--- src/rtl/lft_pkg.sv ---
// Shared types and constants for the line field tokenizer.
package lft_pkg;

  localparam int unsigned CharW  = 8;
  localparam int unsigned LimitW = 16;
  localparam int unsigned ApbAw  = 3;
  localparam int unsigned ApbDw  = 32;

  // Register indexes on the configuration port (address bit 2)
  localparam logic RegLineFormat = 1'b0;
  localparam logic RegCharLimit  = 1'b1;

  localparam logic [LimitW-1:0] CharLimitRst = 16'd255;

  typedef struct packed {
    logic              line_format;
    logic [LimitW-1:0] field_char_limit;
  } lft_cfg_t;

  typedef struct packed {
    logic [CharW-1:0] char_out;
    logic             has_char;
    logic             field_last;
    logic             line_done;
    logic             truncated;
  } lft_result_t;

endpackage

--- src/rtl/lft_regs.sv ---
// Configuration registers behind the APB-style port.
module lft_regs (
  input  logic                     clk_i,
  input  logic                     rst_ni,
  input  logic                     psel,
  input  logic                     penable,
  input  logic                     pwrite,
  input  logic [lft_pkg::ApbAw-1:0] paddr,
  input  logic [lft_pkg::ApbDw-1:0] pwdata,
  output logic [lft_pkg::ApbDw-1:0] prdata,
  output logic                     pready,
  output lft_pkg::lft_cfg_t        cfg_o
);
  import lft_pkg::*;

  logic              fmt_q;
  logic [LimitW-1:0] limit_q;
  logic              wr_en;

  assign pready = 1'b1;
  assign wr_en  = psel && penable && pwrite;

  always_ff @(posedge clk_i or negedge rst_ni) begin
    if (!rst_ni) begin
      fmt_q   <= 1'b0;
      limit_q <= CharLimitRst;
    end else if (wr_en) begin
      case (paddr[2])
        RegLineFormat: fmt_q   <= pwdata[0];
        RegCharLimit:  limit_q <= pwdata[LimitW-1:0];
        default:       fmt_q   <= fmt_q;
      endcase
    end
  end

  always_comb begin
    case (paddr[2])
      RegLineFormat: prdata = {{(ApbDw-1){1'b0}}, fmt_q};
      RegCharLimit:  prdata = {{(ApbDw-LimitW){1'b0}}, limit_q};
      default:       prdata = '0;
    endcase
  end

  assign cfg_o.line_format      = fmt_q;
  assign cfg_o.field_char_limit = limit_q;

endmodule

--- src/rtl/lft_core.sv ---
// Tokenizer state and the per-byte classification that updates it.
module lft_core (
  input  logic                     clk_i,
  input  logic                     rst_ni,
  input  logic                     accept_i,
  input  logic [lft_pkg::CharW-1:0] text_byte_i,
  input  lft_pkg::lft_cfg_t        cfg_i,
  output logic                     res_valid_o,
  output lft_pkg::lft_result_t     res_o
);
  import lft_pkg::*;

  typedef enum logic [1:0] {
    PH_START   = 2'd0,
    PH_FIELD   = 2'd1,
    PH_COMMENT = 2'd2
  } phase_e;

  typedef enum logic [1:0] {
    CK_BARE   = 2'd0,
    CK_DQUOTE = 2'd1,
    CK_SQUOTE = 2'd2,
    CK_PAREN  = 2'd3
  } closer_e;

  localparam logic [CharW-1:0] ChNul    = 8'h00;
  localparam logic [CharW-1:0] ChTab    = 8'h09;
  localparam logic [CharW-1:0] ChLf     = 8'h0A;
  localparam logic [CharW-1:0] ChSpace  = 8'h20;
  localparam logic [CharW-1:0] ChDquote = 8'h22;
  localparam logic [CharW-1:0] ChHash   = 8'h23;
  localparam logic [CharW-1:0] ChSquote = 8'h27;
  localparam logic [CharW-1:0] ChOpen   = 8'h28;
  localparam logic [CharW-1:0] ChClose  = 8'h29;

  phase_e            phase_q, phase_d;
  closer_e           closer_q, closer_d;
  logic [LimitW-1:0] count_q, count_d;
  logic              ovf_q, ovf_d;

  logic              do_take, do_end, end_done, end_trunc;
  logic [LimitW-1:0] count_base;
  logic              is_blank;
  logic [CharW-1:0]  c;

  assign c        = text_byte_i;
  assign is_blank = (c == ChSpace) || (c == ChTab);

  always_comb begin
    phase_d     = phase_q;
    closer_d    = closer_q;
    count_d     = count_q;
    ovf_d       = ovf_q;
    do_take     = 1'b0;
    do_end      = 1'b0;
    end_done    = 1'b0;
    end_trunc   = ovf_q;
    count_base  = count_q;
    res_valid_o = 1'b0;
    res_o       = '0;

    case (phase_q)
      PH_COMMENT: begin
        if (c == ChLf || c == ChNul) phase_d = PH_START;
      end
      PH_FIELD: begin
        if (c == ChNul) begin
          do_end   = 1'b1;
          end_done = 1'b1;
        end else begin
          case (closer_q)
            CK_DQUOTE: if (c == ChDquote) do_end = 1'b1; else do_take = 1'b1;
            CK_SQUOTE: if (c == ChSquote) do_end = 1'b1; else do_take = 1'b1;
            CK_PAREN:  if (c == ChClose)  do_end = 1'b1; else do_take = 1'b1;
            default: begin
              if (c == ChLf) begin
                do_end   = 1'b1;
                end_done = 1'b1;
              end else if (!cfg_i.line_format && is_blank) begin
                do_end = 1'b1;
              end else begin
                do_take = 1'b1;
              end
            end
          endcase
        end
      end
      default: begin
        // Awaiting a field start; the unused phase code lands here too
        phase_d = PH_START;
        if (!is_blank) begin
          closer_d   = CK_BARE;
          count_d    = '0;
          ovf_d      = 1'b0;
          count_base = '0;
          if (c == ChHash || c == ChLf || c == ChNul) begin
            do_end    = 1'b1;
            end_done  = 1'b1;
            end_trunc = 1'b0;
            if (c == ChHash) phase_d = PH_COMMENT;
          end else begin
            phase_d = PH_FIELD;
            if (c == ChDquote) closer_d = CK_DQUOTE;
            else if (c == ChSquote) closer_d = CK_SQUOTE;
            else if (c == ChOpen && !cfg_i.line_format) closer_d = CK_PAREN;
            else do_take = 1'b1;
          end
        end
      end
    endcase

    if (do_take) begin
      if (count_base < cfg_i.field_char_limit) begin
        count_d        = count_base + LimitW'(1);
        res_valid_o    = 1'b1;
        res_o.char_out = c;
        res_o.has_char = 1'b1;
      end else begin
        ovf_d = 1'b1;
      end
    end

    if (do_end) begin
      res_valid_o      = 1'b1;
      res_o.field_last = 1'b1;
      res_o.line_done  = end_done;
      res_o.truncated  = end_trunc;
      if (phase_d != PH_COMMENT) phase_d = PH_START;
      closer_d = CK_BARE;
      count_d  = '0;
      ovf_d    = 1'b0;
    end
  end

  always_ff @(posedge clk_i or negedge rst_ni) begin
    if (!rst_ni) begin
      phase_q  <= PH_START;
      closer_q <= CK_BARE;
      count_q  <= '0;
      ovf_q    <= 1'b0;
    end else if (accept_i) begin
      phase_q  <= phase_d;
      closer_q <= closer_d;
      count_q  <= count_d;
      ovf_q    <= ovf_d;
    end
  end

endmodule

--- src/rtl/lft_outbuf.sv ---
// Result register with a skid entry so input keeps flowing under output stalls.
module lft_outbuf (
  input  logic                 clk_i,
  input  logic                 rst_ni,
  input  logic                 push_i,
  input  lft_pkg::lft_result_t push_data_i,
  output logic                 can_push_o,
  output logic                 out_valid_o,
  output lft_pkg::lft_result_t out_data_o,
  input  logic                 out_ready_i
);
  import lft_pkg::*;

  logic        main_vld_q, skid_vld_q;
  lft_result_t main_q, skid_q;
  logic        pop;

  assign pop         = main_vld_q && out_ready_i;
  assign can_push_o  = !skid_vld_q;
  assign out_valid_o = main_vld_q;
  assign out_data_o  = main_q;

  always_ff @(posedge clk_i or negedge rst_ni) begin
    if (!rst_ni) begin
      main_vld_q <= 1'b0;
      skid_vld_q <= 1'b0;
    end else if (!main_vld_q || pop) begin
      // Refill the result register from the skid entry first
      if (skid_vld_q) begin
        main_vld_q <= 1'b1;
        skid_vld_q <= 1'b0;
      end else begin
        main_vld_q <= push_i;
      end
    end else if (push_i) begin
      skid_vld_q <= 1'b1;
    end
  end

  always_ff @(posedge clk_i) begin
    if (!main_vld_q || pop) begin
      if (skid_vld_q) main_q <= skid_q;
      else if (push_i) main_q <= push_data_i;
    end else if (push_i) begin
      skid_q <= push_data_i;
    end
  end

endmodule

--- src/rtl/line_field_tokenizer.sv ---
// Top level of the line field tokenizer: stream ports, register port, assertions.
//
// Splits a byte stream of text lines into fields. Each accepted byte on the
// slave stream yields zero or one result on the master stream: a kept field
// character (tuser bit 0 set) or a field end (tlast set, tuser bit 1 when the
// line is finished, tuser bit 2 when characters beyond field_char_limit were
// dropped). Blanks before a field, bytes after '#' up to the line end, opening
// quotes and (in configuration lines) parentheses, and dropped characters give
// no result. The block takes one byte per clock cycle while s_axis_tready is
// high. The rate is set by the single state update per byte and by the two-entry
// registered result buffer (result register plus skid entry), which holds one
// more result while the output stalls; s_axis_tready drops only while both
// entries are held. Registers (APB, byte address 4*index): 0 line_format (0
// configuration lines, 1 playlist lines), 1 field_char_limit (reset 255). Write
// registers only while idle.
module line_field_tokenizer (
  input  logic                      clk_i,
  input  logic                      rst_ni,
  // slave stream
  input  logic                      s_axis_tvalid,
  output logic                      s_axis_tready,
  input  logic [7:0]                s_axis_tdata,  // [7:0] text_byte
  // master stream
  output logic                      m_axis_tvalid,
  input  logic                      m_axis_tready,
  output logic [7:0]                m_axis_tdata,  // [7:0] char_out
  output logic                      m_axis_tlast,  // field_last
  output logic [2:0]                m_axis_tuser,  // [0] has_char [1] line_done [2] truncated
  // configuration port
  input  logic                      psel,
  input  logic                      penable,
  input  logic                      pwrite,
  input  logic [lft_pkg::ApbAw-1:0] paddr,
  input  logic [lft_pkg::ApbDw-1:0] pwdata,
  output logic [lft_pkg::ApbDw-1:0] prdata,
  output logic                      pready
);
  import lft_pkg::*;

  lft_cfg_t    cfg;
  lft_result_t res, out_res;
  logic        res_valid, accept, can_push;

  assign s_axis_tready = can_push;
  assign accept        = s_axis_tvalid && can_push;

  lft_regs u_regs (
    .clk_i   (clk_i),
    .rst_ni  (rst_ni),
    .psel    (psel),
    .penable (penable),
    .pwrite  (pwrite),
    .paddr   (paddr),
    .pwdata  (pwdata),
    .prdata  (prdata),
    .pready  (pready),
    .cfg_o   (cfg)
  );

  // Classify the byte and advance field state on each transaction
  lft_core u_core (
    .clk_i       (clk_i),
    .rst_ni      (rst_ni),
    .accept_i    (accept),
    .text_byte_i (s_axis_tdata),
    .cfg_i       (cfg),
    .res_valid_o (res_valid),
    .res_o       (res)
  );

  // Hold results until the master side takes them
  lft_outbuf u_outbuf (
    .clk_i       (clk_i),
    .rst_ni      (rst_ni),
    .push_i      (accept && res_valid),
    .push_data_i (res),
    .can_push_o  (can_push),
    .out_valid_o (m_axis_tvalid),
    .out_data_o  (out_res),
    .out_ready_i (m_axis_tready)
  );

  assign m_axis_tdata = out_res.char_out;
  assign m_axis_tlast = out_res.field_last;
  assign m_axis_tuser = {out_res.truncated, out_res.line_done, out_res.has_char};

`ifndef NO_ASSERTIONS
  // Backpressure on the input only when the result register is occupied
  a_stall_needs_result: assert property (@(posedge clk_i) disable iff (!rst_ni)
    !s_axis_tready |-> m_axis_tvalid)
    else $error("input stalled with no result pending");

  // A character result never carries field end flags
  a_char_no_end: assert property (@(posedge clk_i) disable iff (!rst_ni)
    (m_axis_tvalid && m_axis_tuser[0]) |-> (!m_axis_tlast && m_axis_tuser[2:1] == 2'b00))
    else $error("character result with end flags");

  // A field end carries no character
  a_end_no_char: assert property (@(posedge clk_i) disable iff (!rst_ni)
    (m_axis_tvalid && m_axis_tlast) |-> (!m_axis_tuser[0] && m_axis_tdata == 8'h00))
    else $error("field end with character data");

  // A stall leaves the pending result in place
  a_result_holds: assert property (@(posedge clk_i) disable iff (!rst_ni)
    (m_axis_tvalid && !m_axis_tready) |=> (m_axis_tvalid && $stable(m_axis_tdata)))
    else $error("pending result changed under stall");
`endif

endmodule
--- config.mk ---
export PLATFORM = sky130hd
export DESIGN_NAME = line_field_tokenizer
export DESIGN_NICKNAME = d
export VERILOG_FILES = /design/src/rtl/lft_pkg.sv /design/src/rtl/lft_regs.sv /design/src/rtl/lft_core.sv /design/src/rtl/lft_outbuf.sv /design/src/rtl/line_field_tokenizer.sv
export SDC_FILE = /design/constraint.sdc
export NUM_CORES = 1
export LEC_CHECK = 0
export BUFFER_PORTS_ARGS = -buffer_cell sky130_fd_sc_hd__buf_2
export CAP_MARGIN = 20
export CORE_MARGIN = 3
export CORE_UTILIZATION = 60
export CTS_BUF_LIST = sky130_fd_sc_hd__clkbuf_2 sky130_fd_sc_hd__clkbuf_4 sky130_fd_sc_hd__clkbuf_8
export CTS_CLUSTER_DIAMETER = 30
export DETAILED_ROUTE_END_ITERATION = 7
export GPL_TIMING_DRIVEN = 0
export PLACE_DENSITY = 0.85
export SYNTH_ARGS = -nofsm -noshare
export SYNTH_HDL_FRONTEND = slang
export SYNTH_SLANG_ARGS = --single-unit
export TNS_END_PERCENT = 1
--- constraint.sdc ---
create_clock -name clk_i -period 6 [get_ports clk_i]
set_input_delay 0.3 -clock clk_i [delete_from_list [all_inputs] [get_ports clk_i]]
set_output_delay 0.3 -clock clk_i [all_outputs]
set_load 0.1 [all_outputs]
==> results by group <==
Routing
  • WL final: 9.491 mm
  • Detail-routed via count per cell: 5.895
  • Post-route ant nets: 0
  • Drt pass-1 iters: 5
  • Drt drc: 0
  • Initial DRC Count: 304
  • Vias: 3431
  • DR WL/cell: 16.31 µm

Yosys
  • Avg Inst Size Synth: between 9 and 10 µm²
  • Yosys reg bits: 64
  • Post-Syn Area: 4074 µm²
  • YS warnings: 0
  • Post-Syn Instances: 413
  • Sequential share of the synthesized area: between 40% and 50%
  • Top FF cell, synth: dfrtp_1
  • Unique masters post-synth: between 50 and 60
  • Number of flops mapped to enable cells by yosys: 24
  • Async S/R FF share, synth: 62.50%

Worst setup path
  • Worst r2r src: u_core.phase_q[0]
  • CP Launch Type: input port
  • WP data required: 5970 ps
  • Crit path DAT: 4740 ps
  • Worst-path maximum fanout: 12
  • R2R Path End: u_outbuf.skid_q[7]
  • Worst Setup Path Type: in2reg
  • Crit end category: flip-flop
  • R2R depth: 17
  • R2r setup slk: approximately 1300 ps

Layout
  • Layout net count: 568
  • Antenna Diode Count: 0
  • Area growth syn-to-layout: 17.01%
  • Layout cells sized above 1: between 30 and 40%
  • Core occupancy in the finished layout: roughly three quarters

Timing
  • Setup slack after layout: 1234 ps
  • Clk_skew: 9.214 ps
  • Worst-margin pin slew: about 940 ps
  • Final hold viol count: 0
  • RSZ-0062 raised after global routing: false
  • Max Clk Rate: 209.8 MHz
  • Fin crit period: between 4000 and 5000 ps
  • Fin crit share: between 70% and 80%
  • Max-slew headroom: between 30% and 40%
  • Final number of setup-violating endpoints: 0
  • Final Slew Violations: 0
  • WHS: between 70 and 80 ps
  • Final setup TNS: 0 ps

Global route
  • Vias in the first global route: approximately 3300
  • Largest net degree at the start of global routing: 41
  • Initial antenna violation count: 0
  • Global-route wire length before repair: 15.33 mm
  • Gr ovfl total: 0
  • GRT Overall Usage: 25.33%

Outcome
  • Status: finished, final reports clean

Floorplan
  • Die Wd: approximately 88 µm
  • Die Ht: 88.40 µm
  • Die area: 7815 µm²
  • Initial Util: 63.08%
  • FP Rows: 29
  • I/O pins: 97
  • Core ar.: 6459 µm²

Clock tree
  • CTS tree: yes
  • TritonCTS Buffers: 9
  • Post-CTS Hold Fix Bufs: 0
  • Clk Latency, worst-skew pair: approximately 350 ps
  • Clock Sinks: 64
  • Post-CTS sizing: 0
  • Setup bufs post-CTS: 0
  • Clk buf depth: 2
  • Clock Pin Slew Worst Setup and Hold Paths: 80 ps
  • H-tree levels: 3
  • Clock Tree Root: clkbuf_8

Pwr
  • Static leakage: about 2.2 nW
  • Power Total: 1.993 mW
  • Worst IR Drop VDD: 0.2072 mV
  • P per Cell Area: ~420 nW/µm²

Hold path
  • Worst Hold Class: in2async

Placed design
  • Routability Congestion: 0.8789
  • Worst slack, placed: 893.5 ps
  • DP HPWL: 6.845 mm
  • Number of I/O port buffers: 60

Job
  • Max Cap Viol: 0
[Yosys cell counts (12+ instances only)]
| master | number | share of area, % |
|---|---|---|
| dfrtp_1 | 32 | 20 |
| o211ai_1 | 15 | 2.8 |
| ha_1 | 18 | 5.5 |
| nor2_1 | 25 | 2.3 |
| buf_4 | 18 | 3.3 |
| o21ai_0 | 15 | 1.8 |
| nand2_1 | 32 | 2.9 |
| nand4_1 | 12 | 1.8 |
| mux2_2 | 29 | 8.0 |
| edfxtp_1 | 24 | 18 |
| nand3_1 | 12 | 1.5 |
| inv_1 | 22 | 2.0 |
| and2_1 | 33 | 5.1 |
[cells in the final DEF, fill, tap and decap left out, drive strengths merged, types with 3 or more instances in the layout]
cell and n:
edfxtp 24, conb 17, a21oi 12, inv 24, a32oi 4, mux2 29, nand3b 3, a31oi 6
dfrtp 32, and2 39, o311ai 3, dfstp 8, clkinv 5, o211ai 15, ha 18, nand2 32
nor3 8, nand4 12, nor2 25, o21ai 16, nor2b 3, buf 87, o211a 3, nand2b 4
a21boi 3, o31ai 4, nand3 12, clkbuf 17, and3 7, nor4 3
[metal layers]
layer | track usage, % | vias to the layer above | wire length [µm]
li1 | - | 1643 | -
met1 | 33.37 | 1610 | 4069
met2 | 41.47 | 154 | 4631
met3 | 5.587 | 24 | 603
met4 | 8.654 | 0 | 187
met5 | 0 | - | 0
[worst max-delay path, stage by stage]
cell and delay [ps]:
buf_2 110, nor3_2 550, o211ai_1 270, nand2_1 180, clkbuf_1 410, clkbuf_1 310, and2_1 180, ha_1 250
a21oi_1 160, a21boi_0 130, o31ai_1 250, and4b_1 220, buf_2 200, o21ai_2 100, inv_2 100, buf_6 150
nor2_1 80, nor3_2 770
[how the worst max path moves through the flow]
stage / start / end / depth (start not counted)
after global routing: s_axis_tdata[7] / u_outbuf.skid_q[9] / 18
final: s_axis_tdata[7] / u_outbuf.skid_q[7] / 18
after CTS: s_axis_tdata[7] / u_outbuf.skid_q[7] / 18
after detailed placement: s_axis_tdata[7] / u_outbuf.skid_q[9] / 18
after floorplan: s_axis_tdata[7] / u_outbuf.out_data_o[0] / 17
after global placement: s_axis_tdata[7] / u_outbuf.out_data_o[7] / 18
[per-stage QoR]
step                      area, µm²  instances
after floorplan                4130        428
after global placement         4527        565
after detailed placement       4539        566
after CTS                      4767        582
after global routing           4767        582
final                          4767        582
[cell families (layout without fill, tap and decap cells)]
| group | count (synthesis) | count (layout) | synth area share, % |
|---|---|---|---|
| adder cells (fa/ha/maj) | 18 | 18 | 5.528 |
| XOR/XNOR | 2 | 2 | 0.4301 |
| multiplexers | 29 | 29 | 8.016 |
| other | 2 | 17 | 0.1843 |
| flip-flops | 64 | 64 | 42.51 |
| AND/OR/NAND/NOR | 162 | 162 | 22.27 |
| buffers and inverters | 58 | 135 | 7.524 |
| AO/OA/AOI/OAI | 78 | 78 | 13.54 |
[area by class of cell]
cell class / instances / area [µm²]
multi-input combinational: 306 / 2097
sequential: 64 / 1732
fill: 470 / 1692
timing repair buffer: 61 / 307.8
buffer: 34 / 216.5
clock buffer: 9 / 123.9
clock inverter: 7 / 103.9
tap: 77 / 96.34
inverter: 24 / 90.09
[where the power goes]
| part | total, mW | internal (mW) | switching (mW) |
|---|---|---|---|
| clock | 0.421 | 0.238 | 0.183 |
| combinational | 0.945 | 0.229 | 0.716 |
| sequential | 0.628 | 0.574 | 0.0538 |
| total | 1.99 | 1.04 | 0.953 |
[flip-flops by register name (all words and copies together), names as in the netlist]
| name | cells |
|---|---|
| u_regs.fmt_q | 1 |
| u_outbuf.skid_vld_q | 1 |
| u_outbuf.out_valid_o | 1 |
| u_core.phase_q | 2 |
| u_core.count_q | 16 |
| u_regs.limit_q | 16 |
| u_outbuf.skid_q | 12 |
| u_core.closer_q | 2 |
| u_core.ovf_q | 1 |
| u_outbuf.out_data_o | 12 |
No activity file was read; power rests on OpenSTA's default activity.
